--- config.mk ---
export PLATFORM = sky130hd
export DESIGN_NAME = rvex_front
export DESIGN_NICKNAME = d
export VERILOG_FILES = /design/src/sv/rvex_pkg.sv /design/src/sv/rvex_front.sv
export SDC_FILE = /design/constraint.sdc
export NUM_CORES = 2
export LEC_CHECK = 0
export ABC_AREA = 1
export BUFFER_PORTS_ARGS = -buffer_cell sky130_fd_sc_hd__buf_2
export CAP_MARGIN = 0
export CORE_MARGIN = 1
export CORE_UTILIZATION = 40
export CTS_BUF_LIST = sky130_fd_sc_hd__clkbuf_4 sky130_fd_sc_hd__clkbuf_8
export DETAILED_ROUTE_END_ITERATION = 12
export GPL_ROUTABILITY_DRIVEN = 0
export HOLD_SLACK_MARGIN = 0.1
export SYNTH_ARGS = -nofsm -noshare
export SYNTH_HDL_FRONTEND = slang
export SYNTH_SLANG_ARGS = --single-unit
--- constraint.sdc ---
create_clock -name clk -period 9.6 [get_ports clk]
set_input_delay 1.44 -clock clk [delete_from_list [all_inputs] [get_ports clk]]
set_output_delay 1.44 -clock clk [all_outputs]
set_load 0.01 [all_outputs]
--- src/sv/rvex_pkg.sv ---
`default_nettype none
// ----------------------------------------------------------------------------
// rvex_pkg
// Operation codes and the per-item record that travels down the execute pipe.
// ----------------------------------------------------------------------------
package rvex_pkg;

	localparam int unsigned XLEN = 32;

	typedef enum logic [4:0] {
		OP_ADD = 5'd0, OP_SUB = 5'd1, OP_AND = 5'd2, OP_OR = 5'd3, OP_XOR = 5'd4,
		OP_SLL = 5'd5, OP_SRL = 5'd6, OP_SRA = 5'd7, OP_SLT = 5'd8, OP_SLTU = 5'd9,
		OP_MUL = 5'd10, OP_MULH = 5'd11, OP_MULHU = 5'd12, OP_MULHSU = 5'd13,
		OP_DIV = 5'd14, OP_DIVU = 5'd15, OP_REM = 5'd16, OP_REMU = 5'd17,
		OP_LUI = 5'd18, OP_AUIPC = 5'd19
	} op_t;

	// Item state carried from cell to cell of the divider chain.
	typedef struct packed {
		logic        valid;
		logic [4:0]  dest;
		logic        is_div;   // divide or remainder item
		logic        want_rem;
		logic        neg_q;
		logic        neg_r;
		logic        zero;
		logic [31:0] a_raw;    // dividend as given, for divide-by-zero remainder
		logic [31:0] quo;      // shifts in quotient bits, dividend bits shift out
		logic [32:0] rem;      // partial remainder
		logic [31:0] dvs;      // divisor magnitude
		logic [31:0] res;      // result for non-divide items
		logic        bad;
	} cell_t;

endpackage
`default_nettype wire

--- src/sv/rvex_front.sv ---
`default_nettype none
// ----------------------------------------------------------------------------
// rvex_front
// Entry stage: combinational ALU ops, two-stage multiply, divide setup.
// ----------------------------------------------------------------------------
module rvex_front import rvex_pkg::*; (
	input  wire logic        clk,
	input  wire logic        arst_n,
	input  wire logic        start,
	input  wire logic [4:0]  op,
	input  wire logic        use_imm,
	input  wire logic [31:0] src_a,
	input  wire logic [31:0] src_b,
	input  wire logic [31:0] imm_value,
	input  wire logic [31:0] pc_value,
	input  wire logic [4:0]  dest_in,
	output cell_t            q
);
	logic [31:0] opb, res, am, bm;
	logic [4:0]  sh;
	logic        bad, sa, sb, dv;
	cell_t       s1;
	logic        mul_s1, mhi_s1;
	logic [65:0] prod;

	// Operand selection and the combinational operations
	always_comb begin
		opb = use_imm ? imm_value : src_b;
		sh = opb[4:0];
		res = '0;
		bad = 1'b0;
		case (op)
			OP_ADD:   res = src_a + opb;
			OP_SUB:   res = src_a - src_b;
			OP_AND:   res = src_a & opb;
			OP_OR:    res = src_a | opb;
			OP_XOR:   res = src_a ^ opb;
			OP_SLL:   res = src_a << sh;
			OP_SRL:   res = src_a >> sh;
			OP_SRA:   res = 32'($signed(src_a) >>> sh);
			OP_SLT:   res = {31'd0, $signed(src_a) < $signed(opb)};
			OP_SLTU:  res = {31'd0, src_a < opb};
			OP_LUI:   if (use_imm) res = imm_value; else bad = 1'b1;
			OP_AUIPC: if (use_imm) res = pc_value + imm_value; else bad = 1'b1;
			OP_MUL, OP_MULH, OP_MULHU, OP_MULHSU,
			OP_DIV, OP_DIVU, OP_REM, OP_REMU: res = '0;
			default:  bad = 1'b1;
		endcase
		dv = (op == OP_DIV) || (op == OP_DIVU) || (op == OP_REM) || (op == OP_REMU);
		sa = ((op == OP_DIV) || (op == OP_REM)) && src_a[31];
		sb = ((op == OP_DIV) || (op == OP_REM)) && src_b[31];
		am = sa ? -src_a : src_a;
		bm = sb ? -src_b : src_b;
	end

	// Stage 1: register operands and multiplier inputs
	logic [32:0] ma_s1, mb_s1;
	always_ff @(posedge clk or negedge arst_n) begin
		if (!arst_n) begin
			s1 <= '0;
		end else begin
			s1.valid <= start;
			s1.dest <= dest_in; s1.is_div <= dv;
			s1.want_rem <= (op == OP_REM) || (op == OP_REMU);
			s1.neg_q <= sa ^ sb; s1.neg_r <= sa; s1.zero <= (src_b == '0);
			s1.a_raw <= src_a; s1.quo <= am; s1.rem <= '0; s1.dvs <= bm;
			s1.res <= res; s1.bad <= bad;
		end
	end
	always_ff @(posedge clk) begin
		mul_s1 <= (op == OP_MUL) || (op == OP_MULH) || (op == OP_MULHU)
			|| (op == OP_MULHSU);
		mhi_s1 <= op != OP_MUL;
		ma_s1 <= {((op == OP_MULH) || (op == OP_MULHSU)) && src_a[31], src_a};
		mb_s1 <= {(op == OP_MULH) && src_b[31], src_b};
	end

	// Multiply in the second stage, result folded into the item
	always_comb begin
		prod = 66'($signed(ma_s1) * $signed(mb_s1));
		q = s1;
		if (mul_s1) q.res = mhi_s1 ? prod[63:32] : prod[31:0];
	end
endmodule
`default_nettype wire

==> results.json <==
{
  "worstSetupEndpointType": "output pin",
  "die-area_mm2": 0.155,
  "ant_nets": 0,
  "vias_per_cell": 5.32,
  "dp_cells": 10488,
  "synth-simple-area-share": 0.219,
  "clk_pin_slew_ns": 0.06,
  "area_growth_pct": 8.84,
  "yosys.area.top_type": "fa_1",
  "layout-drive-gt1-share": 0.0914,
  "tightest_slew_ns": 1.21,
  "mostFrequentLayoutCell": "nand2_1",
  "seq_area_frac_synth": 0.0790,
  "synthCells": 8507,
  "critPathMaxStageDelay_ns": 0.56,
  "cts_root_buf": "clkbuf_8",
  "synth_mux_area_frac": 0.000653,
  "rsz0062_at_grt": "yes",
  "syn_area_mm2": 0.0613,
  "critPathKind": "reg -> out",
  "grt_usage": 0.291,
  "die_x_um": 393,
  "cp.required_ns": 8.16,
  "fin_worst_hold_slack_ns": 0.827,
  "wl_um": 231000,
  "drc": 0,
  "fin_nets": 10207,
  "max_cap_violations": 0,
  "clock_path_buffers": 3,
  "rows": 143,
  "post-dp-hpwl_um": 185000,
  "ys_ff_latch": 207,
  "yosysWarnings": 0,
  "synth-edff-count": 0,
  "yosys.area_share.adder": 0.450,
  "num_vias": 56441,
  "avgSynthCellArea_um2": 7.21,
  "grt_pass1_wl_um": 344000,
  "drt_iter0_drc": 6379,
  "first_pass_iters": 8,
  "fin_ws_ns": 0.0648,
  "yosys-top-cells-area": "fa_1, nand2_1, inv_1, ha_1, dfrtp_1",
  "port-buffer-count": 281,
  "synth_compound_area_frac": 0.0677,
  "initial_utilization": 0.403,
  "crit_slowest_cell": "fa_1",
  "period_needed_ns": 9.54,
  "min_path_type": "in -> async",
  "clock_sinks": 207,
  "coreArea_mm2": 0.152,
  "routedWlPerCell_um": 21.7,
  "maxSlewViolCount": 0,
  "htree_levels": 2,
  "regArea_mm2": 0.00491,
  "multi_input_area_mm2": 0.0467,
  "antenna_found_initial": 24,
  "setup_viol": 0,
  "final_cell_mix": "nand2_1, inv_1, fa_1",
  "synth_top_family_by_area": "adder cells",
  "fmax_ghz": 0.105,
  "die_y_um": 393,
  "cp_common_cell": "nand2_1",
  "io_pins": 315,
  "cp_max_fo": 18,
  "synthArstFlopShare": 0.671,
  "grt_start_max_net_pins": 89,
  "status": "finished, final reports clean",
  "hold_violations": 0,
  "synth_xor_area_frac": 0.0117,
  "cts_tree": "built",
  "instances_no_fill": 10602,
  "synth_ff_type": "dfrtp_1",
  "gr-total-overflow": 0,
  "worstPathArrival_ns": 8.10,
  "relSlewSlack": 0.194,
  "numCtsBuffers": 39,
  "pre_cts_slack_ns": 0.0404,
  "yosys.cell_types.count": 60,
  "finalCritPeriodShare": 0.993,
  "worstSetupStartpointType": "register",
  "fillers": 15636,
  "grt_pass1_vias": 56779,
  "synth_top_area_frac": 0.368
}
## Yosys cell counts, drive strengths merged, types with 75 or more instances
| master | n |
|---|---|
| nand2 | 2280 |
| inv | 2116 |
| fa | 1127 |
| nor2 | 477 |
| ha | 403 |
| nand3 | 366 |
| o21ai | 327 |
| clkbuf | 311 |
| a21oi | 264 |
| buf | 198 |
| dfrtp | 139 |
| xor2 | 75 |
## flip-flops by register name (all words and copies together) (netlist names)
signal and count:
ma_s1 33, s1 32, mb_s1 33, q 107, mul_s1 1, mhi_s1 1
## final timing paths
kind / from / cells after the start / slack [ns] / endpoint
worst min-delay path: arst_n / 1 / 0.83 / q[100]
min in group clk: dest_in[3] / 1 / 0.91 / q[170]
max in group asynchronous: arst_n / 2 / 7.30 / s1[31]
worst max-delay path: ma_s1[15] / 30 / 0.06 / q[14]
## timing repair
item                                    in CTS  in global routing
endpoints found under the setup margin      31                 31
gates cloned                                 0                  9
hold buffers                                 0                  0
gates resized for setup                     58                195
buffers inserted                             4                 23
pin swaps                                    2                 24
## worst max-delay path: cells and delay by family, from the launching register on
| kind | cells | cell delay [ns] |
|---|---|---|
| buf+inv | 9 | 1.21 |
| flops | 1 | 0.30 |
| simple gates | 10 | 1.23 |
| compound gates | 2 | 0.33 |
| fa+ha+maj | 9 | 4.31 |
## metrics by stage
stage | cell area, um^2 | TNS, ns | util
after floorplan | 61400 | 0 | -
after global placement | 64500 | -0.0394 | 0.424
after detailed placement | 64500 | 0 | 0.424
after CTS | 65600 | -0.0978 | 0.432
after global routing | 66700 | -0.465 | 0.439
final | 66700 | 0 | 0.439
## cells by family after synthesis
group	after synthesis
compound gates	738
xor+xnor	82
fa+ha+maj	1530
buf+inv	2627
flops	207
mux	4
other cells	1
simple gates	3318
## layout make-up
| cell class | count | share of cell area |
|---|---|---|
| Antenna cell | 9 | 0.000338 |
| Clock buffer | 58 | 0.0107 |
| Clock inverter | 11 | 0.00278 |
| Inverter | 2118 | 0.119 |
| Multi-Input combinational cell | 5705 | 0.700 |
| Sequential cell | 207 | 0.0736 |
| Tap cell | 2030 | 0.0381 |
| Timing Repair Buffer | 464 | 0.0549 |
## routing by layer
layer / track usage / vias up / wire length, um
li1: - / 24869 / -
met1: 0.378 / 27625 / 88600
met2: 0.456 / 3169 / 103000
met3: 0.0548 / 766 / 23300
met4: 0.166 / 12 / 15600
met5: 0 / - / 79
Power is not shown: default switching activity piles up to over one toggle a cycle in this logic, so the estimate is an artifact.
