==> src/sv/rvex_pkg.sv <==
`default_nettype none
// ----------------------------------------------------------------------------
// rvex_pkg
// Operation codes and the per-item record that travels down the execute pipe.
// ----------------------------------------------------------------------------
package rvex_pkg;

	localparam int unsigned XLEN = 32;

	typedef enum logic [4:0] {
		OP_ADD = 5'd0, OP_SUB = 5'd1, OP_AND = 5'd2, OP_OR = 5'd3, OP_XOR = 5'd4,
		OP_SLL = 5'd5, OP_SRL = 5'd6, OP_SRA = 5'd7, OP_SLT = 5'd8, OP_SLTU = 5'd9,
		OP_MUL = 5'd10, OP_MULH = 5'd11, OP_MULHU = 5'd12, OP_MULHSU = 5'd13,
		OP_DIV = 5'd14, OP_DIVU = 5'd15, OP_REM = 5'd16, OP_REMU = 5'd17,
		OP_LUI = 5'd18, OP_AUIPC = 5'd19
	} op_t;

	// Item state carried from cell to cell of the divider chain.
	typedef struct packed {
		logic        valid;
		logic [4:0]  dest;
		logic        is_div;   // divide or remainder item
		logic        want_rem;
		logic        neg_q;
		logic        neg_r;
		logic        zero;
		logic [31:0] a_raw;    // dividend as given, for divide-by-zero remainder
		logic [31:0] quo;      // shifts in quotient bits, dividend bits shift out
		logic [32:0] rem;      // partial remainder
		logic [31:0] dvs;      // divisor magnitude
		logic [31:0] res;      // result for non-divide items
		logic        bad;
	} cell_t;

endpackage
`default_nettype wire

==> src/sv/rvex_cell.sv <==
`default_nettype none
// ----------------------------------------------------------------------------
// rvex_cell
// One restoring-division cell: settles two quotient bits and registers the item.
// ----------------------------------------------------------------------------
module rvex_cell import rvex_pkg::*; (
	input  wire logic  clk,
	input  wire logic  arst_n,
	input  wire cell_t d,
	output cell_t      q
);
	cell_t  nx;
	logic [32:0] r1, r2, t1, t2;
	logic [31:0] qq;

	// Two shift-subtract steps on the partial remainder
	always_comb begin
		nx = d;
		qq = d.quo;
		r1 = {d.rem[31:0], qq[31]};
		qq = {qq[30:0], 1'b0};
		t1 = r1 - {1'b0, d.dvs};
		if (!t1[32]) begin
			r1 = t1;
			qq[0] = 1'b1;
		end
		r2 = {r1[31:0], qq[31]};
		qq = {qq[30:0], 1'b0};
		t2 = r2 - {1'b0, d.dvs};
		if (!t2[32]) begin
			r2 = t2;
			qq[0] = 1'b1;
		end
		if (d.is_div) begin
			nx.rem = r2;
			nx.quo = qq;
		end
	end

	// Advance the item to the next cell; reset clears it
	always_ff @(posedge clk or negedge arst_n) begin
		if (!arst_n) q <= '0;
		else q <= nx;
	end
endmodule
`default_nettype wire

==> config.mk <==
export PLATFORM = sky130hd
export DESIGN_NAME = rvex_cell
export DESIGN_NICKNAME = d
export VERILOG_FILES = /design/src/sv/rvex_pkg.sv /design/src/sv/rvex_cell.sv
export SDC_FILE = /design/constraint.sdc
export NUM_CORES = 1
export LEC_CHECK = 0
export BUFFER_PORTS_ARGS = -buffer_cell sky130_fd_sc_hd__buf_2
export CAP_MARGIN = 20
export CORE_MARGIN = 2
export CORE_UTILIZATION = 45
export DETAILED_ROUTE_END_ITERATION = 8
export PLACE_DENSITY = 0.86
export SLEW_MARGIN = 10
export SYNTH_ARGS = -nofsm -noshare
export SYNTH_HDL_FRONTEND = slang
export SYNTH_SLANG_ARGS = --single-unit
==> constraint.sdc <==
create_clock -name clk -period 0.8 [get_ports clk]
set_clock_uncertainty 0.15 [all_clocks]
set_input_delay 0.16 -clock clk [delete_from_list [all_inputs] [get_ports clk]]
set_output_delay 0.16 -clock clk [all_outputs]
set_load 0.05 [all_outputs]
==> flow_results.org, run 1 <==
** Status
- The first error in the log reads "[ERROR GRT-0232] Routing congestion too high. Check the congestion heatmap in the GUI".
- Exit stage :: global routing
- Outcome :: did not finish

** Floorplanning
- From bottom edge to top edge, the die measures 148 um.
- In this run the horizontal extent of the chip is roughly 150 um.
- For this design the top-level I/O count stands at 348.
- In this run the core area contains 52 standard-cell rows.
- The initial utilization of the core area, before any placement, comes to 0.459.

** Timing
- After the last repair the worst path ends at a register data pin.
- Crit. endpoint post-GRT repair :: q[95]$_DFF_PN0_/D

** Synth
- The biggest area contributor in the post-synthesis netlist is dfrtp_1.
- Yosys printed 0 warnings.
- Counting flops with a built-in enable in the synthesized netlist gives 0.
- In this run, distinct cell masters in the synthesized netlist total 76.
- The synthesized netlist occupies a cell area of 9310 sq um.
- Top_reg_cell synth :: dfrtp_1
- After synthesis, the share of flip-flops with an asynchronous set or reset is 1.00.
- Post-Synthesis Mean Instance Area :: 10.5 sq um
- After synthesis the netlist holds a flip-flop and latch count of 173.
- The cell count after synthesis came out at 889.
- The share of the Yosys chip area taken by registers is 0.465.
- Synth area leaders :: dfrtp_1, ha_1, mux2_2
- The number of nets in the synthesized netlist is 1131.
- The share of synthesized area in the top cell type comes to 0.465.

** CTS
- Clock sinks :: approximately 170
- CTS Buffer Depth :: 2
- Buffers inserted during clock tree synthesis total 17.
- CTS built an H-tree with a depth of 4.
- Root cell of the clock tree :: clkbuf_16

** GRT
- Maximum number of pins on one net before global-route repair :: 48
- In the global route stage, overall resource usage came out at 0.706.
- Global routing finished with a remaining overflow of 2.

** Placed design
- The wire-length estimate of the detail-placed layout is 30600 um.
- Input and output buffers added on the ports amount to 347.
- Cell count after placement :: roughly 1800
- At the end of routability-driven placement, the weighted congestion stood at 0.964.
-- cell usage after synthesis, drive strengths merged, types with 4 or more instances --
cell type	n
nor2b	12
o31ai	7
dfrtp	173
nand2b	6
a211o	5
or3	4
clkbuf	20
o211ai	7
a21o	28
a221o	7
a21oi	73
a211oi	15
mux2	48
mux2i	5
and4	5
inv	55
a31o	4
a21boi	4
o21a	23
xnor2	27
nor4	5
nand3	10
and3	7
nand2	60
buf	9
nor2	52
o21ai	51
xor2	16
nand4	5
ha	65
a2111oi	4
a31oi	8
and2	8
nor3	14
o21bai	5
-- logic make-up after synthesis --
group           share of synthesized area
xor+xnor                           0.0405
flops                               0.465
fa+ha+maj                          0.0917
compound gates                      0.199
mux                                0.0639
simple gates                        0.103
buf+inv                            0.0362
-- layer usage --
| layer | GRT overflow | GRT usage |
|---|---|---|
| met5 | 0 | 0.280 |
| met4 | 2 | 0.704 |
| met3 | 0 | 0.523 |
| met2 | 0 | 0.880 |
| met1 | 0 | 0.713 |
-- what timing repair did --
item	in CTS
pin swaps	17
hold buffers	106
setup endpoints to repair	208
setup buffers	15
endpoints found under the hold margin	333
cloned	2
gates resized for setup	302
-- metrics by stage --
step,setup slack (ns),setup TNS (ns),instance area (sq um)
2_1_floorplan,-5.15,-179.49,9930
3_3_place_gp,-5.38,-205.28,15100
3_5_place_dp,-5.66,-215.11,15100
4_1_cts,-5.05,-259.23,17900
==> run 2: changes to the inputs <==
Settings changed: CORE_UTILIZATION 45 to 40, PLACE_DENSITY 0.86 to unset, PLACE_DENSITY_LB_ADDON set to 0.15.
Clock period 0.8 ns to 1 ns, I/O delays scaled along.
==> run 2 against run 1 <==
The flow now finishes, with violations (negative hold slack, negative setup slack). Synthesized area is the same. Synthesized cell count is the same.
==> flow_results.org, run 2 <==
** GRT
- Entering global routing, the biggest net connects 33 pins.
- The first global-routing pass estimated 66500 um of wire.
- The number of antenna violations at the first check in global routing is 6.
- Total congestion overflow after global routing :: 0
- Vias in the first global route :: ~12000
- GRT Util Overall :: 0.360

** Route
- Count of nets left with antenna violations after detail routing :: 0
- Dividing the detail-routed via count by the number of cells gives 5.48.
- DRT iter0 DRCs :: 806
- Total DRC errors in the routed layout :: 0
- After detailed routing, the total wire length is about 48000 um.
- The first TritonRoute pass finished after 7 iterations.
- Wirelength per Cell :: 23.2 um
- Vias after detailed routing :: around 11000

** Synth
- Number of synthesized register bits :: 173
- Synth top cells by count :: dfrtp_1, a21oi_1, ha_1
- Sorting the synthesized cells by area gives the leading types as dfrtp_1, ha_1, mux2_2.
- Post-synth EDFFs :: 0
- Ys async rst share :: 1.00
- Yosys mapped the design onto 76 distinct sky130hd cell types.
- Post-Synthesis Cells :: about 890
- The cell area that synthesis handed to floorplanning was 9310 sq um.
- Fraction of the yosys area taken by sequential cells :: 0.465
- In the post-synthesis netlist, the cell with the most instances is dfrtp_1.
- Top_reg_cell synth :: dfrtp_1
- Summed over all instances, the cell type with the most area after synthesis is dfrtp_1.
- Fraction of synthesized cell area taken by the top area cell type :: 0.465
- Count of warnings emitted by yosys :: 0
- Net Count, Synth :: 1131
- Post-Synthesis Mean Instance Area :: between 10 and 15 sq um

** Timing
- Dividing the final minimum period by the clock period gives 5.95.
- Setup violations remaining at the end of the flow were counted as 210.
- Minimum clock period after layout :: 5.95 ns
- Number of failing hold endpoints at the final stage :: 1
- Post-layout worst setup margin :: -4.95 ns
- FMAX :: 168 MHz
- Setup repair after global routing could not meet its margin everywhere.
- Max-slew violations :: 0
- Measured against its own limit, the worst slew margin works out to 0.536.
- At the pin with the least slew margin, the transition time is 0.694 ns.
- Hold slack final :: -0.00494 ns

** Worst setup path
- Data arrival at the endpoint of the critical path :: 6.12 ns
- The worst setup path is of the in -> reg kind.
- For the worst setup path, the data required time is 1.17 ns.
- Largest delay share family, worst path :: compound AO/OA/AOI/OAI gates
- Along the worst path, the maximum fanout reaches 6.
- By instance count, the cell type seen most on the critical path is buf_4.
- The critical path starts at d[34].
- The worst setup path is captured at a flop.
- The worst setup path is launched from an input pin.
- Bufs and invs on worst path :: 6
- Worst stage delay on the critical path :: 0.49 ns
- Among all stages on the critical path, the largest delay is contributed by o31ai_1.

** CTS
- Clock-pin slew was measured on the worst setup and hold paths at roughly 0.09 ns.
- TritonCTS built the clock tree.
- CTS Buffer Depth :: 2
- The H-tree was split into 4 levels.
- Clock sinks :: ~170
- In this run the clock root is driven by a clkbuf_16.
- Cts bufs inserted :: 17
- Hold buffers post-CTS :: roughly 150

** Hold path
- The path class of the tightest hold or removal check is in -> reg.
- In this run the most critical hold path is launched from d[86].

** Status
- The run finished, with violations left.
- The checks that failed: negative hold slack, negative setup slack.

** Power and ir drop
- Of the total power, combinational logic draws 0.508.
- Worst voltage drop across the vdd grid :: roughly 0.0012 V
- Total internal power :: roughly 19 mW
- Share of total power in sequential cells :: 0.257
- Total power for the finished layout comes to 32.0 mW.
- Clk pwr share :: 0.234
- Power density over cell area :: 1770 nW/um^2
- Lkg Pwr :: 8.98 nW
- Switching component of the power :: about 13 mW
- Fraction of power spent switching nets :: 0.413

** Finish
- Number of flip-flops under the largest register name :: 173
- Area Overhead vs Synth :: 94.7%
- For this run, the post-layout net count is 1983.
- Largest Register :: q
- The largest registers in the layout are q (173).
- Fraction of layout instances using a drive strength above 1 :: 0.495
- Leading cell type in the layout, fill and taps excluded :: buf_4
- Measured on the finished design, the core utilization comes to 0.798.
- After routing the design area is about 18000 sq um.
- The top cell types in the final layout, fill and taps aside, are buf_4, buf_6, dfrtp_1.

** Floorplanning
- Row generation in the floorplan step produced 55 rows.
- Die footprint :: 24500 sq um
- The die is 157 um tall.
- Pin placement for this block handled between 300 and 400 I/O pins.
- The initial utilization of the core area, before any placement, comes to 0.410.
- Die extent in x :: between 150 and 200 um
- The core region is roughly 23000 sq um.

** Run
- Max-cap violations in this run came to 0.

** Placed design
- The count of buffers added on input and output ports is roughly 350.
- GP Congestion :: 0.885
- The wire-length estimate of the detail-placed layout is ~28000 um.
- Total cell area at the placement stage :: 14300 sq um
run 2: what timing repair did:
action,4_1_cts,5_1_grt
gates resized for setup,410,29
endpoints found under the setup margin,208,208
endpoints found under the hold margin,328,1
gates cloned,2,0
setup buffers,9,7
pin swaps,20,12
run 2: power by group through the flow:
stage | combinational (mW) | sequential (mW) | clock [mW]
floorplan | 4.92 | 10.7 | 0
global placement | 12.6 | 8.13 | 0
detailed placement | 12.7 | 8.11 | 0
CTS | 15.3 | 8.16 | 7.29
global route | 17.1 | 8.27 | 7.79
finish | 16.3 | 8.25 | 7.50
run 2: cell type report:
| type | instances | area (sq um) |
|---|---|---|
| antenna | 5 | 12.5 |
| clock buffer | 17 | 425 |
| clock inverter | 15 | 209 |
| fill | 1333 | 4590 |
| inverter | 55 | 226 |
| multi-input combinational | 632 | 5230 |
| sequential | 173 | 4330 |
| tap | 285 | 357 |
| timing repair buffer | 861 | 7310 |
| timing repair inverter | 1 | 16.3 |
run 2: logic make-up after synthesis:
logic type | synth area share
adders and majority gates | 0.0917
and+or+nand+nor | 0.103
xor gates and xnor gates | 0.0405
AOI/OAI and AO/OA | 0.199
buffers and inverters | 0.0362
DFF | 0.465
muxes | 0.0639
run 2: final timing paths:
kind / endpoint / slack [ns] / depth (start not counted)
max in group asynchronous: q[38] / 0.05 / 3
worst min-delay path: q[86] / -0.005 / 3
min in group asynchronous: q[141] / 0.08 / 2
worst max-delay path: q[91] / -4.95 / 26
run 2: tightest hold or removal path: cells and delay by family:
family | cells | cell delay, ns
compound gates | 1 | 0.14
buf+inv | 2 | 0.22
run 2: metal layers:
metal	GRT usage	routed length [um]	part of all wire
met2	0.601	22600	0.48
met4	0.236	3540	0.074
met1	0.409	17700	0.37
met3	0.0922	3650	0.077
met5	0	0	0
run 2: stage by stage:
stage | hold WS [ns] | setup TNS [ns] | cells | worst slack, ns
floorplan | -0.246 | -168.89 | 889 | -4.99
global placement | -0.0372 | -182.14 | 1837 | -5.20
detailed placement | -0.0345 | -185.11 | 1837 | -5.29
CTS | -0.0111 | -216.61 | 2033 | -4.71
global route | -0.0160 | -236.00 | 2044 | -5.09
finish | -0.00494 | -228.08 | 2044 | -4.95
Power figures use the tool's default switching activity.
